$ cat src/hdl/hrr_pkg.sv
`default_nettype none
// ----------------------------------------------------------------------------
// hrr_pkg
// Types, constants and character helpers for the HEX record relocator.
// ----------------------------------------------------------------------------
package hrr_pkg;

   localparam int HRR_MAX_DATA = 16;
   localparam int CH_W         = 8;
   localparam int OFFSET_W     = 16;
   localparam int STATUS_W     = 3;

   localparam logic [CH_W-1:0] CHAR_COLON = 8'h3a;
   localparam logic [CH_W-1:0] CHAR_NL    = 8'h0a;
   localparam logic [CH_W-1:0] CHAR_NUL   = 8'h00;

   typedef enum logic [STATUS_W-1:0] {
      ST_OK       = 3'd0,
      ST_DONE     = 3'd1,
      ST_BADSUM   = 3'd2,
      ST_BADDIGIT = 3'd3,
      ST_EARLYEND = 3'd4,
      ST_TOOLONG  = 3'd5
   } status_type;

   // {valid, value}
   function automatic logic [4:0] hex_value(input logic [CH_W-1:0] c);
      logic [CH_W-1:0] d;
      logic            ok;
      d  = CHAR_NUL;
      ok = 1'b0;
      if (c >= 8'h30 && c <= 8'h39) begin
         d  = c - 8'h30;
         ok = 1'b1;
      end else if (c >= 8'h61 && c <= 8'h66) begin
         d  = c - 8'h57;
         ok = 1'b1;
      end else if (c >= 8'h41 && c <= 8'h46) begin
         d  = c - 8'h37;
         ok = 1'b1;
      end
      return {ok, d[3:0]};
   endfunction

   // lower-case ASCII for one nibble
   function automatic logic [CH_W-1:0] hex_char(input logic [3:0] n);
      logic [CH_W-1:0] c;
      if (n < 4'ha) begin
         c = 8'h30 + {4'h0, n};
      end else begin
         c = 8'h57 + {4'h0, n};
      end
      return c;
   endfunction

endpackage
`default_nettype wire

$ cat src/hdl/hex_record_relocator.sv
`default_nettype none
// ----------------------------------------------------------------------------
// hex_record_relocator
// Parses Intel HEX text, checks each record and re-emits it with a shifted
// load address and a fresh checksum, one character per item.
// ----------------------------------------------------------------------------
//  channel | direction | tdata             | tuser      | tlast
//  req_    | in        | [7:0] ch          | -          | end_of_input
//  rsp_    | out       | [7:0] out_char    | [2:0] status | last
//  csr_    | in        | [15:0] address_offset (write only)
//
//  Parsing takes one input item per cycle while the output is not stalled.
//  The character after a good checksum starts the emit sequencer, which
//  produces 2*length+12 output items at one per cycle while rsp_tready is
//  high, taking no input until it finishes. One output register sits on rsp_;
//  a stalled sink stalls the sequencer. Reset clears all control state; after
//  an error or a non-data record the block drops all input until reset.
// ----------------------------------------------------------------------------
module hex_record_relocator
   import hrr_pkg::*;
#(
   parameter int MAX_DATA = HRR_MAX_DATA
) (
   input  wire logic                clock,
   input  wire logic                reset,
   input  wire logic                req_tvalid,
   output logic                     req_tready,
   input  wire logic [CH_W-1:0]     req_tdata,   // [7:0] ch
   input  wire logic                req_tlast,   // end_of_input
   output logic                     rsp_tvalid,
   input  wire logic                rsp_tready,
   output logic [CH_W-1:0]          rsp_tdata,   // [7:0] out_char
   output logic [STATUS_W-1:0]      rsp_tuser,   // [2:0] status
   output logic                     rsp_tlast,   // last
   input  wire logic                csr_we,
   input  wire logic [OFFSET_W-1:0] csr_wdata    // [15:0] address_offset
);

   localparam int IDX_W = (MAX_DATA > 1) ? $clog2(MAX_DATA) : 1;
   localparam int CNT_W = $clog2(MAX_DATA + 1);
   localparam logic [7:0] LEN_MAX = 8'(MAX_DATA);

   typedef enum logic [3:0] {
      P_COLON, P_LEN, P_ADDR, P_KIND, P_DATA, P_SUM, P_TAIL, P_EMIT, P_HALT
   } phase_type;

   typedef enum logic [1:0] {E_COLON, E_HI, E_LO, E_NL} emit_type;

   typedef enum logic [2:0] {B_LEN, B_AHI, B_ALO, B_KIND, B_DATA, B_SUM} byte_type;

   phase_type             phase_ff, phase_in;
   emit_type              emit_ff, emit_in;
   byte_type              bsel_ff, bsel_in;
   logic                  nib_odd_ff, nib_odd_in;
   logic                  addr_byte_ff, addr_byte_in;
   logic [7:0]            len_ff, len_in;
   logic [15:0]           addr_ff, addr_in;
   logic [7:0]            kind_ff, kind_in;
   logic [7:0]            sum_ff, sum_in;
   logic [3:0]            hi_nib_ff, hi_nib_in;
   logic [CNT_W-1:0]      idx_ff, idx_in;
   logic [OFFSET_W-1:0]   offset_ff;
   logic                  rsp_valid_ff, rsp_valid_in;
   logic [CH_W-1:0]       char_ff, char_in;
   status_type            status_ff, status_in;
   logic                  last_ff, last_in;
   logic [7:0]            rd_data_ff;
   logic [7:0]            mem [MAX_DATA];

   logic                  accept;
   logic                  out_free;
   logic [4:0]            digit;
   logic [7:0]            byte_in;
   logic [7:0]            emit_byte;
   logic [15:0]           new_addr;
   logic [7:0]            sum_add;
   logic [CNT_W-1:0]      idx_p1;
   logic                  last_data;
   logic                  wr_en;
   status_type            rec_status;

   assign out_free   = !rsp_valid_ff || rsp_tready;
   assign req_tready = (phase_ff == P_HALT) || (phase_ff != P_EMIT && out_free);
   assign accept     = req_tvalid && req_tready;
   assign digit      = hex_value(req_tdata);
   assign byte_in    = {hi_nib_ff, digit[3:0]};
   assign new_addr   = addr_ff + offset_ff;
   assign idx_p1     = idx_ff + 1'b1;
   assign last_data  = (8'(idx_ff) + 8'd1) == len_ff;
   assign rec_status = (kind_ff != 8'h00) ? ST_DONE : ST_OK;
   assign sum_add    = sum_ff + ((phase_ff == P_EMIT) ? emit_byte : byte_in);

   always_comb begin
      unique case (bsel_ff)
         B_LEN:   emit_byte = len_ff;
         B_AHI:   emit_byte = new_addr[15:8];
         B_ALO:   emit_byte = new_addr[7:0];
         B_KIND:  emit_byte = kind_ff;
         B_DATA:  emit_byte = rd_data_ff;
         B_SUM:   emit_byte = (~sum_ff) + 8'd1;
         default: emit_byte = 8'h00;
      endcase
   end

   always_comb begin
      phase_in     = phase_ff;
      emit_in      = emit_ff;
      bsel_in      = bsel_ff;
      nib_odd_in   = nib_odd_ff;
      addr_byte_in = addr_byte_ff;
      len_in       = len_ff;
      addr_in      = addr_ff;
      kind_in      = kind_ff;
      sum_in       = sum_ff;
      hi_nib_in    = hi_nib_ff;
      idx_in       = idx_ff;
      rsp_valid_in = rsp_valid_ff && !rsp_tready;
      char_in      = char_ff;
      status_in    = status_ff;
      last_in      = last_ff;
      wr_en        = 1'b0;

      unique case (phase_ff)
         P_COLON: begin
            if (accept) begin
               if (req_tlast) begin
                  rsp_valid_in = 1'b1;
                  char_in      = CHAR_NUL;
                  status_in    = ST_EARLYEND;
                  last_in      = 1'b1;
                  phase_in     = P_HALT;
               end else if (req_tdata == CHAR_COLON) begin
                  sum_in     = 8'h00;
                  nib_odd_in = 1'b0;
                  phase_in   = P_LEN;
               end
            end
         end
         P_LEN, P_ADDR, P_KIND, P_DATA, P_SUM: begin
            if (accept) begin
               if (req_tlast || !digit[4]) begin
                  rsp_valid_in = 1'b1;
                  char_in      = CHAR_NUL;
                  status_in    = req_tlast ? ST_EARLYEND : ST_BADDIGIT;
                  last_in      = 1'b1;
                  phase_in     = P_HALT;
               end else if (!nib_odd_ff) begin
                  hi_nib_in  = digit[3:0];
                  nib_odd_in = 1'b1;
               end else begin
                  nib_odd_in = 1'b0;
                  sum_in     = sum_add;
                  unique case (phase_ff)
                     P_LEN: begin
                        len_in = byte_in;
                        if (byte_in > LEN_MAX) begin
                           rsp_valid_in = 1'b1;
                           char_in      = CHAR_NUL;
                           status_in    = ST_TOOLONG;
                           last_in      = 1'b1;
                           phase_in     = P_HALT;
                        end else begin
                           addr_byte_in = 1'b0;
                           phase_in     = P_ADDR;
                        end
                     end
                     P_ADDR: begin
                        addr_in      = {addr_ff[7:0], byte_in};
                        addr_byte_in = 1'b1;
                        if (addr_byte_ff) begin
                           phase_in = P_KIND;
                        end
                     end
                     P_KIND: begin
                        kind_in  = byte_in;
                        idx_in   = '0;
                        phase_in = (len_ff != 8'h00) ? P_DATA : P_SUM;
                     end
                     P_DATA: begin
                        wr_en = 1'b1;
                        if (last_data) begin
                           phase_in = P_SUM;
                        end else begin
                           idx_in = idx_p1;
                        end
                     end
                     default: begin
                        phase_in = P_TAIL;
                     end
                  endcase
               end
            end
         end
         P_TAIL: begin
            if (accept) begin
               idx_in  = '0;
               bsel_in = B_LEN;
               emit_in = E_COLON;
               sum_in  = 8'h00;
               if (sum_ff != 8'h00) begin
                  rsp_valid_in = 1'b1;
                  char_in      = CHAR_NUL;
                  status_in    = ST_BADSUM;
                  last_in      = 1'b1;
                  phase_in     = P_HALT;
               end else begin
                  phase_in = P_EMIT;
               end
            end
         end
         P_EMIT: begin
            if (out_free) begin
               rsp_valid_in = 1'b1;
               status_in    = rec_status;
               last_in      = 1'b0;
               unique case (emit_ff)
                  E_COLON: begin
                     char_in = CHAR_COLON;
                     emit_in = E_HI;
                  end
                  E_HI: begin
                     char_in = hex_char(emit_byte[7:4]);
                     emit_in = E_LO;
                  end
                  E_LO: begin
                     char_in = hex_char(emit_byte[3:0]);
                     sum_in  = sum_add;
                     emit_in = E_HI;
                     unique case (bsel_ff)
                        B_LEN:  bsel_in = B_AHI;
                        B_AHI:  bsel_in = B_ALO;
                        B_ALO:  bsel_in = B_KIND;
                        B_KIND: bsel_in = (len_ff != 8'h00) ? B_DATA : B_SUM;
                        B_DATA: begin
                           if (last_data) begin
                              bsel_in = B_SUM;
                           end else begin
                              idx_in = idx_p1;
                           end
                        end
                        default: emit_in = E_NL;
                     endcase
                  end
                  default: begin
                     char_in  = CHAR_NL;
                     last_in  = 1'b1;
                     phase_in = (kind_ff != 8'h00) ? P_HALT : P_COLON;
                  end
               endcase
            end
         end
         P_HALT: begin
         end
         default: begin
            phase_in = P_COLON;
         end
      endcase
   end

   // data buffer, registered read one step ahead of the emit pointer
   always_ff @(posedge clock) begin
      if (wr_en) begin
         mem[idx_ff[IDX_W-1:0]] <= byte_in;
      end
      rd_data_ff <= mem[idx_in[IDX_W-1:0]];
   end

   always_ff @(posedge clock) begin
      if (reset) begin
         phase_ff     <= P_COLON;
         emit_ff      <= E_COLON;
         bsel_ff      <= B_LEN;
         nib_odd_ff   <= 1'b0;
         addr_byte_ff <= 1'b0;
         sum_ff       <= 8'h00;
         idx_ff       <= '0;
         offset_ff    <= '0;
         rsp_valid_ff <= 1'b0;
      end else begin
         phase_ff     <= phase_in;
         emit_ff      <= emit_in;
         bsel_ff      <= bsel_in;
         nib_odd_ff   <= nib_odd_in;
         addr_byte_ff <= addr_byte_in;
         sum_ff       <= sum_in;
         idx_ff       <= idx_in;
         rsp_valid_ff <= rsp_valid_in;
         if (csr_we) begin
            offset_ff <= csr_wdata;
         end
      end
      len_ff    <= len_in;
      addr_ff   <= addr_in;
      kind_ff   <= kind_in;
      hi_nib_ff <= hi_nib_in;
      char_ff   <= char_in;
      status_ff <= status_in;
      last_ff   <= last_in;
   end

   assign rsp_tvalid = rsp_valid_ff;
   assign rsp_tdata  = char_ff;
   assign rsp_tuser  = status_ff;
   assign rsp_tlast  = last_ff;

endmodule
`default_nettype wire

$ cat config.mk
export PLATFORM = sky130hd
export DESIGN_NAME = hex_record_relocator
export DESIGN_NICKNAME = d
export VERILOG_FILES = /design/src/hdl/hrr_pkg.sv /design/src/hdl/hex_record_relocator.sv
export SDC_FILE = /design/constraint.sdc
export NUM_CORES = 1
export LEC_CHECK = 0
export BUFFER_PORTS_ARGS = -buffer_cell sky130_fd_sc_hd__buf_2
export CORE_MARGIN = 5
export CORE_UTILIZATION = 50
export CTS_CLUSTER_DIAMETER = 80
export DETAILED_ROUTE_END_ITERATION = 10
export PLACE_DENSITY = 0.75
export REMOVE_ABC_BUFFERS = 1
export SKIP_LAST_GASP = 1
export SLEW_MARGIN = 0
export SYNTH_ARGS = -nofsm -noshare
export SYNTH_HDL_FRONTEND = slang
export SYNTH_SLANG_ARGS = --single-unit
$ cat constraint.sdc
create_clock -name clock -period 3.75 [get_ports clock]
set_input_delay 0.1875 -clock clock [delete_from_list [all_inputs] [get_ports clock]]
set_output_delay 0.1875 -clock clock [all_outputs]
set_load 0.005 [all_outputs]
==> results of run 1 <==
[sequential cells by signal, indices dropped and copies added, names as in the netlist]
name / flops
len_ff: 8
rsp_tdata: 7
addr_byte_ff: 1
bsel_ff: 3
mem: 128
emit_ff: 2
rsp_tlast: 1
idx_ff: 5
kind_ff: 8
addr_ff: 16
rsp_tuser: 3
sum_ff: 8
hi_nib_ff: 4
nib_odd_ff: 1
offset_ff: 16
rsp_tvalid: 1
rd_data_ff: 8
phase_ff: 4
[logic make-up (layout without fill, tap and decap cells)]
kind of cell	after synthesis	after routing
XOR/XNOR	20	20
buffers and inverters	91	264
flip-flops	224	224
multiplexers	57	57
AO/OA/AOI/OAI	289	289
other	1	1
AND/OR/NAND/NOR	364	364
adder cells (fa/ha/maj)	39	39
[what timing repair did]
item                                   CTS  global route
resized for setup                       24            11
pin swaps                               13            18
hold buffers                            16             0
setup buffers                            3             1
endpoints found under the hold margin   16             0
setup endpoints to repair                4             7
[layout make-up]
cell class,count,area share
sequential,224,0.433
multi-input combinational,770,0.374
timing repair buffer,186,0.0973
clock buffer,33,0.0476
tap,319,0.0277
clock inverter,13,0.0120
inverter,32,0.00834
[cell usage in the layout (no fill, tap or decap), types with 32 or more instances in the layout]
master,count
buf_2,42
nand2_1,69
nor3_1,32
mux2i_1,38
ha_1,34
edfxtp_1,175
a21oi_1,42
nor2_1,98
buf_4,121
dfxtp_1,49
[stage by stage]
step / cell area [um2] / hold WS [ps] / util / power [mW] / cells
finish: 14400 / 15.0 / 0.615 / 5.54 / 1577
floorplan: 11600 / 257 / - / 2.91 / 1026
global route: 14400 / 35.6 / 0.615 / 5.72 / 1577
detailed placement: 13200 / 428 / 0.565 / 3.05 / 1511
CTS: 14300 / 7.29 / 0.613 / 5.56 / 1576
global placement: 13200 / 421 / 0.565 / 3.04 / 1511
[where the power goes]
| group | switching [mW] | total (mW) | internal (mW) |
|---|---|---|---|
| Sequential | 0.0127 | 2.69 | 2.68 |
| Clock | 1.01 | 2.52 | 1.51 |
| Combinational | 0.192 | 0.333 | 0.140 |
[worst reg2reg max path: stages (launching register included)]
cell	delay [ps]
edfxtp_1	410
ha_1	310
a21o_1	170
a21oi_2	160
o21ai_1	110
and3b_1	210
or4_4	490
nand3_2	100
inv_1	50
nand2_1	70
o21a_1	120
ha_1	220
a21o_1	200
a21oi_2	160
o21bai_1	110
a21oi_2	180
o21a_1	150
nor3_1	50
a211o_1	270
o21ai_1	120
o31ai_1	90
[final timing paths]
check,to
worst max-delay path,sum_ff[7]
worst min-delay path,bsel_ff[2]
worst max register to register,sum_ff[7]
worst min register to register,addr_ff[14]
[per-layer routing]
layer,vias to the layer above,track usage,wire length (um)
met4,0,0.0740,925
li1,4450,-,-
met3,64,0.0366,2110
met1,4646,0.320,13600
met5,-,0,0
met2,368,0.406,15700
==> run_results.csv, run 1 <==
group,metric,value,unit
synthesis,ys_warn_count,0,
synthesis,synth_seq_cells,224,
placed_design,port_buffers,42,
global_routing,grt_pass1_wl,50400,um
critical_path,cp.depth,20,
detailed_routing,post-route-drc-count,0,
global_routing,grtUsageTotal,0.240,
critical_path,crit_path_start_kind,"flip-flop",
synthesis,yosys-top-cells-area,"edfxtp_1, dfxtp_1, ha_1",
placed_design,gp_congestion,0.972,
sta,setup_viol,3,
sta,worst_clock_skew,17.0,ps
critical_path,cp.arrival,4250,ps
clock_network,clk_pin_slew_worst_paths,60,ps
synthesis,netlist_area,0.0118,mm2
clock_network,clock_latency,540,ps
synthesis,synth-compound-area-share,0.178,
synthesis,async_reset_ff_frac,0,
floorplanning,die_x,164,um
synthesis,synth_largest_area_cell,"edfxtp_1",
detailed_routing,final_antenna_net_count,0,
worst_hold_path,min_path_cells,2,
clock_network,numCtsBuffers,25,
global_routing,grt_max_degree,43,
sta,fin_crit,3880,ps
global_routing,grt_overflow,0,
sta,rsz0062_at_grt,"true",
layout,nNetsFinal,1308,
global_routing,antenna_found_initial,0,
critical_path,critPathTopFamily,"compound AO/OA/AOI/OAI gates",
floorplanning,coreArea,0.0234,mm2
critical_path,cp_slowest_stage_delay,490,ps
clock_network,htree_levels,1,
floorplanning,die-area,0.0269,mm2
layout,seq_area,0.00624,mm2
floorplanning,rows,56,
sta,worstMarginPinSlew,1080,ps
detailed_routing,wire_per_inst,20.5,um
status,violations,"negative setup slack",
sta,maxSlewHeadroom,0.275,
layout,fillers,1920,
detailed_routing,dr.pass1.iters,5,
critical_path,cp_common_cell,"a21oi_2",
critical_path,crit_required,4120,ps
sta,slew_viol_final,0,
sta,hold_violations,0,
worst_hold_path,min-delay-start,"req_tvalid",
critical_path,cpMaxStageDelayCell,"or4_4",
layout,drive_gt1_frac,0.219,
critical_path,crit_path_cell_trace,"ha_1 -> a21o_1 -> a21oi_2 -> o21ai_1 -> and3b_1 -> or4_4 -> nand3_2 -> inv_1 -> nand2_1 -> o21a_1 -> ha_1 -> a21o_1 -> a21oi_2 -> o21bai_1 -> a21oi_2 -> o21a_1 -> nor3_1 -> a211o_1 -> o21ai_1 -> o31ai_1",
layout,synthToLayoutAreaGrowth,21.5,%
critical_path,crit_type,"flip-flop to flip-flop",
synthesis,synth-main-ff-cell,"edfxtp_1",
layout,diodes,0,
sta,setup_tns,-318,ps
detailed_routing,num_vias,9528,
power_and_ir_drop,cellLeakagePower,5.22,nW
clock_network,cts_tree,"done",
worst_hold_path,hp-class,"input pin to flip-flop",
critical_path,r2r-start,"addr_ff[1]",
synthesis,synthTopCellsByCount,"edfxtp_1, nor2_1, nand2_1",
synthesis,synth_top_area_frac,0.444,
placed_design,hpwl,22500,um
floorplanning,ios,44,
sta,fin_ws,-130,ps
critical_path,ff2ff_path_depth,20,
synthesis,synth_xor_area_frac,0.0148,
power_and_ir_drop,peakVddDrop,0.339,mV
synthesis,seq_area_frac_synth,0.527,
floorplanning,start_util,0.506,
synthesis,synthAdderAreaFrac,0.0425,
synthesis,synth_edf_count,175,
detailed_routing,drt-initial-drc-count,763,
detailed_routing,viasPerCell,6.04,
synthesis,synth_top_family_by_area,"compound AO/OA/AOI/OAI gates",
synthesis,synthCells,1085,
sta,min_period_over_period,1.03,
detailed_routing,wirelength,32300,um
critical_path,cp_num_buf_inv,1,
clock_network,cts.path.max_buffers,3,
run,cap_violations,0,
synthesis,synth.avg_cell_area,10.9,um2
clock_network,root_buffer,"clkbuf_16",
synthesis,synth_simple_gate_area_frac,0.157,
critical_path,ff2ff_setup_slack,-130,ps
critical_path,path_max_fanout,2,
synthesis,yosysUniqueCellTypes,83,
critical_path,endpoint_kind,"flip-flop",
power_and_ir_drop,p_per_area,385,mW/mm2
status,status,"complete, but fails checks",
synthesis,synthMuxAreaShare,0.0502,
clock_network,cts.sinks,224,
synthesis,synth_most_common_cell,"edfxtp_1",
critical_path,startpoint,"addr_ff[1]",
layout,multi_input_area,0.00538,mm2
placed_design,preCtsSetupSlack,-356,ps
sta,fmax,0.258,GHz
global_routing,first_global_vias,9214,
floorplanning,fp.dieH,164,um
No activity file was read; power rests on OpenSTA's default activity.
==> run 2, diff against run 1 <==
CTS_BUF_LIST = sky130_fd_sc_hd__clkbuf_2 sky130_fd_sc_hd__clkbuf_4 sky130_fd_sc_hd__clkbuf_8   (was default)
PLACE_DENSITY = 0.78   (was 0.75)
==> run 2 against run 1 <==
The run still ends with negative setup slack left. Sequential share of layout area hardly changed. Global-route usage grew 0.34 points. Design area about the same. Combinational power is essentially flat. Via count is 1.4% higher. Clock skew rose by 10 ps. Cell count increased by 2.0%. Power is 4.0% lower. Maximum frequency up 1.3%. Non-clock buffer count grew 9. Utilization hardly changed. Critical path depth grew 2. Critical path type unchanged. Largest cell class unchanged. Largest power group unchanged.
==> run_results.csv, run 2 (synthesis results as in run 1) <==
group,metric,value,unit
status,status,"complete, but fails checks",
status,violations,"negative setup slack",
detailed_routing,post-route-drc-count,0,
power_and_ir_drop,p_per_area,369,mW/mm2
critical_path,path_max_fanout,4,
floorplanning,coreArea,0.0234,mm2
floorplanning,rows,56,
clock_network,clock_latency,570,ps
sta,fin_crit,3830,ps
critical_path,ff2ff_setup_slack,-80,ps
critical_path,crit_path_start_kind,"flip-flop",
run,cap_violations,0,
layout,nNetsFinal,1331,
layout,final_cell_mix,"edfxtp_1, buf_4, nor2_1, nand2_1, dfxtp_1",
layout,synthToLayoutAreaGrowth,21.6,%
sta,worstMarginPinSlew,1020,ps
layout,multi_input_area,0.00539,mm2
sta,rsz0062_at_grt,"true",
placed_design,hpwl,22200,um
power_and_ir_drop,cellLeakagePower,5.27,nW
global_routing,grt_overflow,0,
global_routing,grtUsageTotal,0.243,
clock_network,cts_tree,"done",
detailed_routing,num_vias,9665,
critical_path,crit_type,"flip-flop to flip-flop",
worst_hold_path,hp-class,"input pin to flip-flop",
power_and_ir_drop,power.share.clock,0.431,
sta,fin_ws,-79.2,ps
detailed_routing,wire_per_inst,20.3,um
placed_design,port_buffers,42,
global_routing,grt_max_degree,43,
critical_path,cp_common_cell,"o21a_1",
power_and_ir_drop,power_frac_comb,0.062,
detailed_routing,wirelength,32600,um
floorplanning,die_x,164,um
global_routing,first_global_vias,9419,
sta,setup_tns,-230,ps
critical_path,crit_required,4150,ps
clock_network,cts.path.max_buffers,3,
sta,min_period_over_period,1.02,
sta,fmax,0.261,GHz
critical_path,cp.arrival,4230,ps
sta,maxSlewHeadroom,0.314,
power_and_ir_drop,p_sw,1.22,mW
floorplanning,ios,44,
sta,slew_viol_final,0,
layout,fillers,1931,
clock_network,root_buffer,"clkbuf_8",
detailed_routing,drt-initial-drc-count,814,
layout,seq_area,0.00624,mm2
critical_path,crit_path_cell_trace,"ha_2 -> inv_2 -> fa_2 -> nor2b_1 -> o21a_1 -> o21a_1 -> o21a_1 -> o21a_1 -> buf_6 -> nor4_4 -> nor3_2 -> a21oi_1 -> ha_2 -> a21o_1 -> a21oi_2 -> o21bai_1 -> a21oi_2 -> o21a_1 -> buf_4 -> a211o_1 -> o21ai_1 -> o31ai_1",
placed_design,gp_congestion,0.992,
clock_network,htree_levels,2,
detailed_routing,viasPerCell,6.01,
sta,hold_violations,0,
critical_path,cpMaxStageDelayCell,"edfxtp_1",
critical_path,cp_num_buf_inv,3,
detailed_routing,dr.pass1.iters,8,
placed_design,preCtsSetupSlack,-302,ps
detailed_routing,final_antenna_net_count,0,
global_routing,antenna_found_initial,0,
clock_network,numCtsBuffers,39,
clock_network,clk_pin_slew_worst_paths,60,ps
critical_path,endpoint_kind,"flip-flop",
layout,largest_register_ffs,128,
critical_path,cp_slowest_stage_delay,400,ps
power_and_ir_drop,peakVddDrop,0.432,mV
global_routing,grt_pass1_wl,51300,um
layout,drive_gt1_frac,0.241,
power_and_ir_drop,switching_share,0.229,
clock_network,cts.sinks,224,
layout,final_common_cell,"edfxtp_1",
floorplanning,die-area,0.0269,mm2
power_and_ir_drop,internal-power,4.10,mW
power_and_ir_drop,share_seq_of_total_power,0.506,
sta,setup_viol,4,
power_and_ir_drop,finalPower,5.32,mW
floorplanning,fp.dieH,164,um
sta,worst_clock_skew,27.3,ps
layout,diodes,0,
floorplanning,start_util,0.506,
critical_path,critPathTopFamily,"compound AO/OA/AOI/OAI gates",
-- run 2: cell types whose count changed in the layout (fill, tap and decap cells not counted), moves of 3 or more --
cell       change
clkbuf_16     -25
clkbuf_1       -5
clkbuf_4      +16
clkinv_4       -3
clkbuf_8      +39
buf_4          +9
-- run 2: final cells by class --
cell class / instances / share of cell area
clock inverter: 10 / 0.00687
inverter: 32 / 0.00834
timing repair buffer: 195 / 0.101
clock buffer: 58 / 0.0485
tap: 319 / 0.0277
sequential: 224 / 0.433
multi-input combinational: 770 / 0.374
-- run 2: what timing repair did --
action | CTS | global route
setup endpoints to repair | 4 | 10
hold buffers | 17 | 0
setup buffers | 7 | 5
resized for setup | 25 | 13
pin swaps | 13 | 7
endpoints found under the hold margin | 17 | 0
-- run 2: power by group through the flow --
stage          registers, mW  logic, mW  clock network, mW
2_1_floorplan           2.75      0.158                  0
3_5_place_dp            2.74      0.301                  0
4_1_cts                 2.69      0.323               2.34
5_1_grt                 2.69      0.362               2.46
3_3_place_gp            2.74      0.299                  0
6_report                2.69      0.332               2.29
-- run 2: per-layer routing --
metal | track usage | share of wire | vias up
li1 | - | - | 4505
met1 | 0.314 | 0.42 | 4671
met2 | 0.414 | 0.49 | 407
met3 | 0.0467 | 0.071 | 82
met4 | 0.0789 | 0.026 | 0
met5 | 0 | 0 | -
-- run 2: per-stage QoR --
step / hold WS [ps] / area [um2] / util / cells
2_1_floorplan: 257 / 11600 / - / 1026
3_3_place_gp: 421 / 13200 / 0.564 / 1512
3_5_place_dp: 427 / 13200 / 0.564 / 1512
4_1_cts: 46.3 / 14300 / 0.612 / 1604
5_1_grt: 101 / 14400 / 0.615 / 1608
6_report: 70.3 / 14400 / 0.615 / 1608
-- run 2: worst register-to-register path, cell delays in order, from the launching register on --
cell and delay [ps]:
edfxtp_1 400, ha_2 200, inv_2 50, fa_2 190, nor2b_1 50, o21a_1 170
o21a_1 190, o21a_1 200, o21a_1 210, buf_6 130, nor4_4 220, nor3_2 90
a21oi_1 140, ha_2 210, a21o_1 130, a21oi_2 70, o21bai_1 180, a21oi_2 90
o21a_1 190, buf_4 140, a211o_1 250, o21ai_1 120, o31ai_1 80
-- run 2: worst paths after layout --
path | startpoint | endpoint | depth (start not counted)
max | addr_ff[0] | sum_ff[7] | 22
min | req_tlast | rsp_tuser[2] | 3
max reg2reg | addr_ff[0] | sum_ff[7] | 22
min reg2reg | addr_ff[7] | addr_ff[15] | 0
==> run 3, diff against run 2 <==
CTS_BUF_LIST = default   (was sky130_fd_sc_hd__clkbuf_2 sky130_fd_sc_hd__clkbuf_4 sky130_fd_sc_hd__clkbuf_8)
==> run 3 against run 2 <==
The run still ends with negative setup slack left. Power rose by 3.4%. Sequential cell count did not move. Critical endpoint unchanged. Clock power rose by 8%. Combinational power barely moved.
==> run_results.csv, run 3 (synthesis results as in run 1) <==
group,metric,value,unit
status,status,"complete, but fails checks",
status,violations,"negative setup slack",
placed_design,hpwl,22200,um
clock_network,root_buffer,"clkbuf_16",
power_and_ir_drop,power.share.clock,0.451,
sta,maxSlewHeadroom,0.313,
sta,worstMarginPinSlew,1020,ps
critical_path,cp.arrival,4200,ps
floorplanning,die_x,164,um
critical_path,ff2ff_setup_slack,-70,ps
clock_network,clock_latency,540,ps
critical_path,crit_path_start_kind,"flip-flop",
global_routing,grt_overflow,0,
layout,final_cell_area,0.0144,mm2
critical_path,crit_required,4120,ps
layout,final_cell_mix,"edfxtp_1, buf_4, nor2_1, nand2_1, dfxtp_1",
power_and_ir_drop,cellLeakagePower,5.25,nW
sta,fmax,0.261,GHz
critical_path,critPathTopFamily,"compound AO/OA/AOI/OAI gates",
worst_hold_path,min_to,"bsel_ff[2]",
placed_design,port_buffers,42,
sta,hold_violations,0,
placed_design,placed_cell_area,0.0132,mm2
global_routing,grt_pass1_wl,50700,um
detailed_routing,wire_per_inst,20.4,um
critical_path,r2r-end,"sum_ff[7]",
floorplanning,rows,56,
critical_path,cp_num_buf_inv,1,
critical_path,crit_path_cell_trace,"ha_1 -> a21o_1 -> a21oi_2 -> o21ai_2 -> and3b_2 -> or4_4 -> nand3_2 -> inv_1 -> nand2_2 -> o21a_1 -> ha_1 -> a21o_1 -> a21oi_2 -> o21bai_1 -> a21oi_2 -> o21a_1 -> nor3_1 -> a211o_1 -> o21ai_1 -> o31ai_1",
power_and_ir_drop,share_seq_of_total_power,0.489,
detailed_routing,viasPerCell,6.09,
detailed_routing,wirelength,32300,um
critical_path,ff2ff_path_depth,20,
critical_path,cpMaxStageDelayCell,"or4_4",
sta,setup_tns,-144,ps
critical_path,r2r-start,"addr_ff[1]",
layout,synthToLayoutAreaGrowth,21.8,%
sta,min_period_over_period,1.02,
clock_network,cts.sinks,224,
detailed_routing,post-route-drc-count,0,
power_and_ir_drop,power_frac_comb,0.060,
global_routing,grt_max_degree,43,
floorplanning,start_util,0.506,
clock_network,numCtsBuffers,24,
power_and_ir_drop,internal-power,4.30,mW
global_routing,grtUsageTotal,0.239,
layout,drive_gt1_frac,0.224,
global_routing,antenna_found_initial,2,
sta,rsz0062_at_grt,"true",
detailed_routing,drt-initial-drc-count,819,
layout,diodes,0,
floorplanning,ios,44,
power_and_ir_drop,p_sw,1.20,mW
clock_network,cts_tree,"done",
detailed_routing,dr.pass1.iters,6,
worst_hold_path,min-delay-start,"req_tvalid",
power_and_ir_drop,p_per_area,381,mW/mm2
layout,final_common_cell,"edfxtp_1",
detailed_routing,num_vias,9640,
sta,setup_viol,4,
critical_path,endpoint_kind,"flip-flop",
critical_path,crit_type,"flip-flop to flip-flop",
global_routing,first_global_vias,9328,
sta,fin_crit,3820,ps
run,cap_violations,0,
sta,slew_viol_final,0,
floorplanning,fp.dieH,164,um
worst_hold_path,min_path_cells,2,
detailed_routing,final_antenna_net_count,0,
sta,fin_ws,-74.4,ps
floorplanning,die-area,0.0269,mm2
placed_design,gp_congestion,0.992,
critical_path,cp_common_cell,"a21oi_2",
critical_path,path_max_fanout,2,
layout,final_util,0.616,
power_and_ir_drop,peakVddDrop,0.599,mV
clock_network,clk_pin_slew_worst_paths,60,ps
floorplanning,coreArea,0.0234,mm2
layout,nNetsFinal,1316,
worst_hold_path,hp-class,"input pin to flip-flop",
critical_path,cp_slowest_stage_delay,490,ps
layout,largest_register_ffs,128,
sta,worst_clock_skew,20.0,ps
clock_network,cts.path.max_buffers,3,
power_and_ir_drop,switching_share,0.219,
clock_network,htree_levels,1,
==> run 3: cell count changes in the layout (fill, tap and decap cells not counted), sizes merged <==
cell / delta
clkinv: +6
clkbuf: -32
buf: +1
dlygate4sd3: -1
inv: -2
clkinvlp: +1
bufinv: +3
==> run 3: cell type report <==
class                      count  area (um2)
multi-input combinational    770        5380
fill                        1890        8980
tap                          319         399
timing repair buffer         195        1450
sequential                   224        6240
clock buffer                  26         618
inverter                      32         120
clock inverter                18         219
==> run 3: worst max path at each step <==
stage	to	depth (start not counted)	from
detailed placement	sum_ff[7]	21	addr_ff[0]
global placement	sum_ff[7]	21	addr_ff[0]
finish	sum_ff[7]	20	addr_ff[1]
floorplan	sum_ff[7]	20	addr_ff[1]
CTS	sum_ff[7]	20	addr_ff[1]
global route	sum_ff[6]	23	addr_ff[0]
==> run 3: metrics by stage <==
stage | hold slack, ps | setup WS [ps] | cells | power, mW
floorplan | 257 | -315 | 1026 | 2.91
global placement | 421 | -198 | 1512 | 3.04
detailed placement | 427 | -302 | 1512 | 3.04
CTS | 14.8 | -26.9 | 1579 | 5.52
global route | 39.7 | -315 | 1584 | 5.69
finish | 49.4 | -74.4 | 1584 | 5.50
==> run 3: what timing repair did <==
item                       4_1_cts  5_1_grt
pin swaps                       16       11
setup endpoints to repair        4        9
buffers inserted                 7        5
hold endpoints to repair        16        0
hold buffers                    16        0
gates resized for setup         23       12
gates cloned                     0        0
==> run 3: worst register-to-register path: cells and delay by family, from the launching register on <==
kind                       cells  cell delay, ps
adders and majority gates      2             530
and+or+nand+nor                5             910
AOI/OAI and AO/OA             12            1800
DFF                            1             390
buffers and inverters          1              60
==> run 3: power groups by stage <==
stage / logic, mW / registers, mW / clock network [mW]
after global routing: 0.362 / 2.69 / 2.64
after CTS: 0.322 / 2.69 / 2.51
final: 0.332 / 2.69 / 2.48
after global placement: 0.299 / 2.74 / 0
after floorplan: 0.158 / 2.75 / 0
after detailed placement: 0.301 / 2.74 / 0
==> run 3: metal layers <==
metal  wire, um  global-route usage
met1      13200               0.317
met2      15500               0.403
met3       2600              0.0412
met4        962              0.0709
met5         13                   0
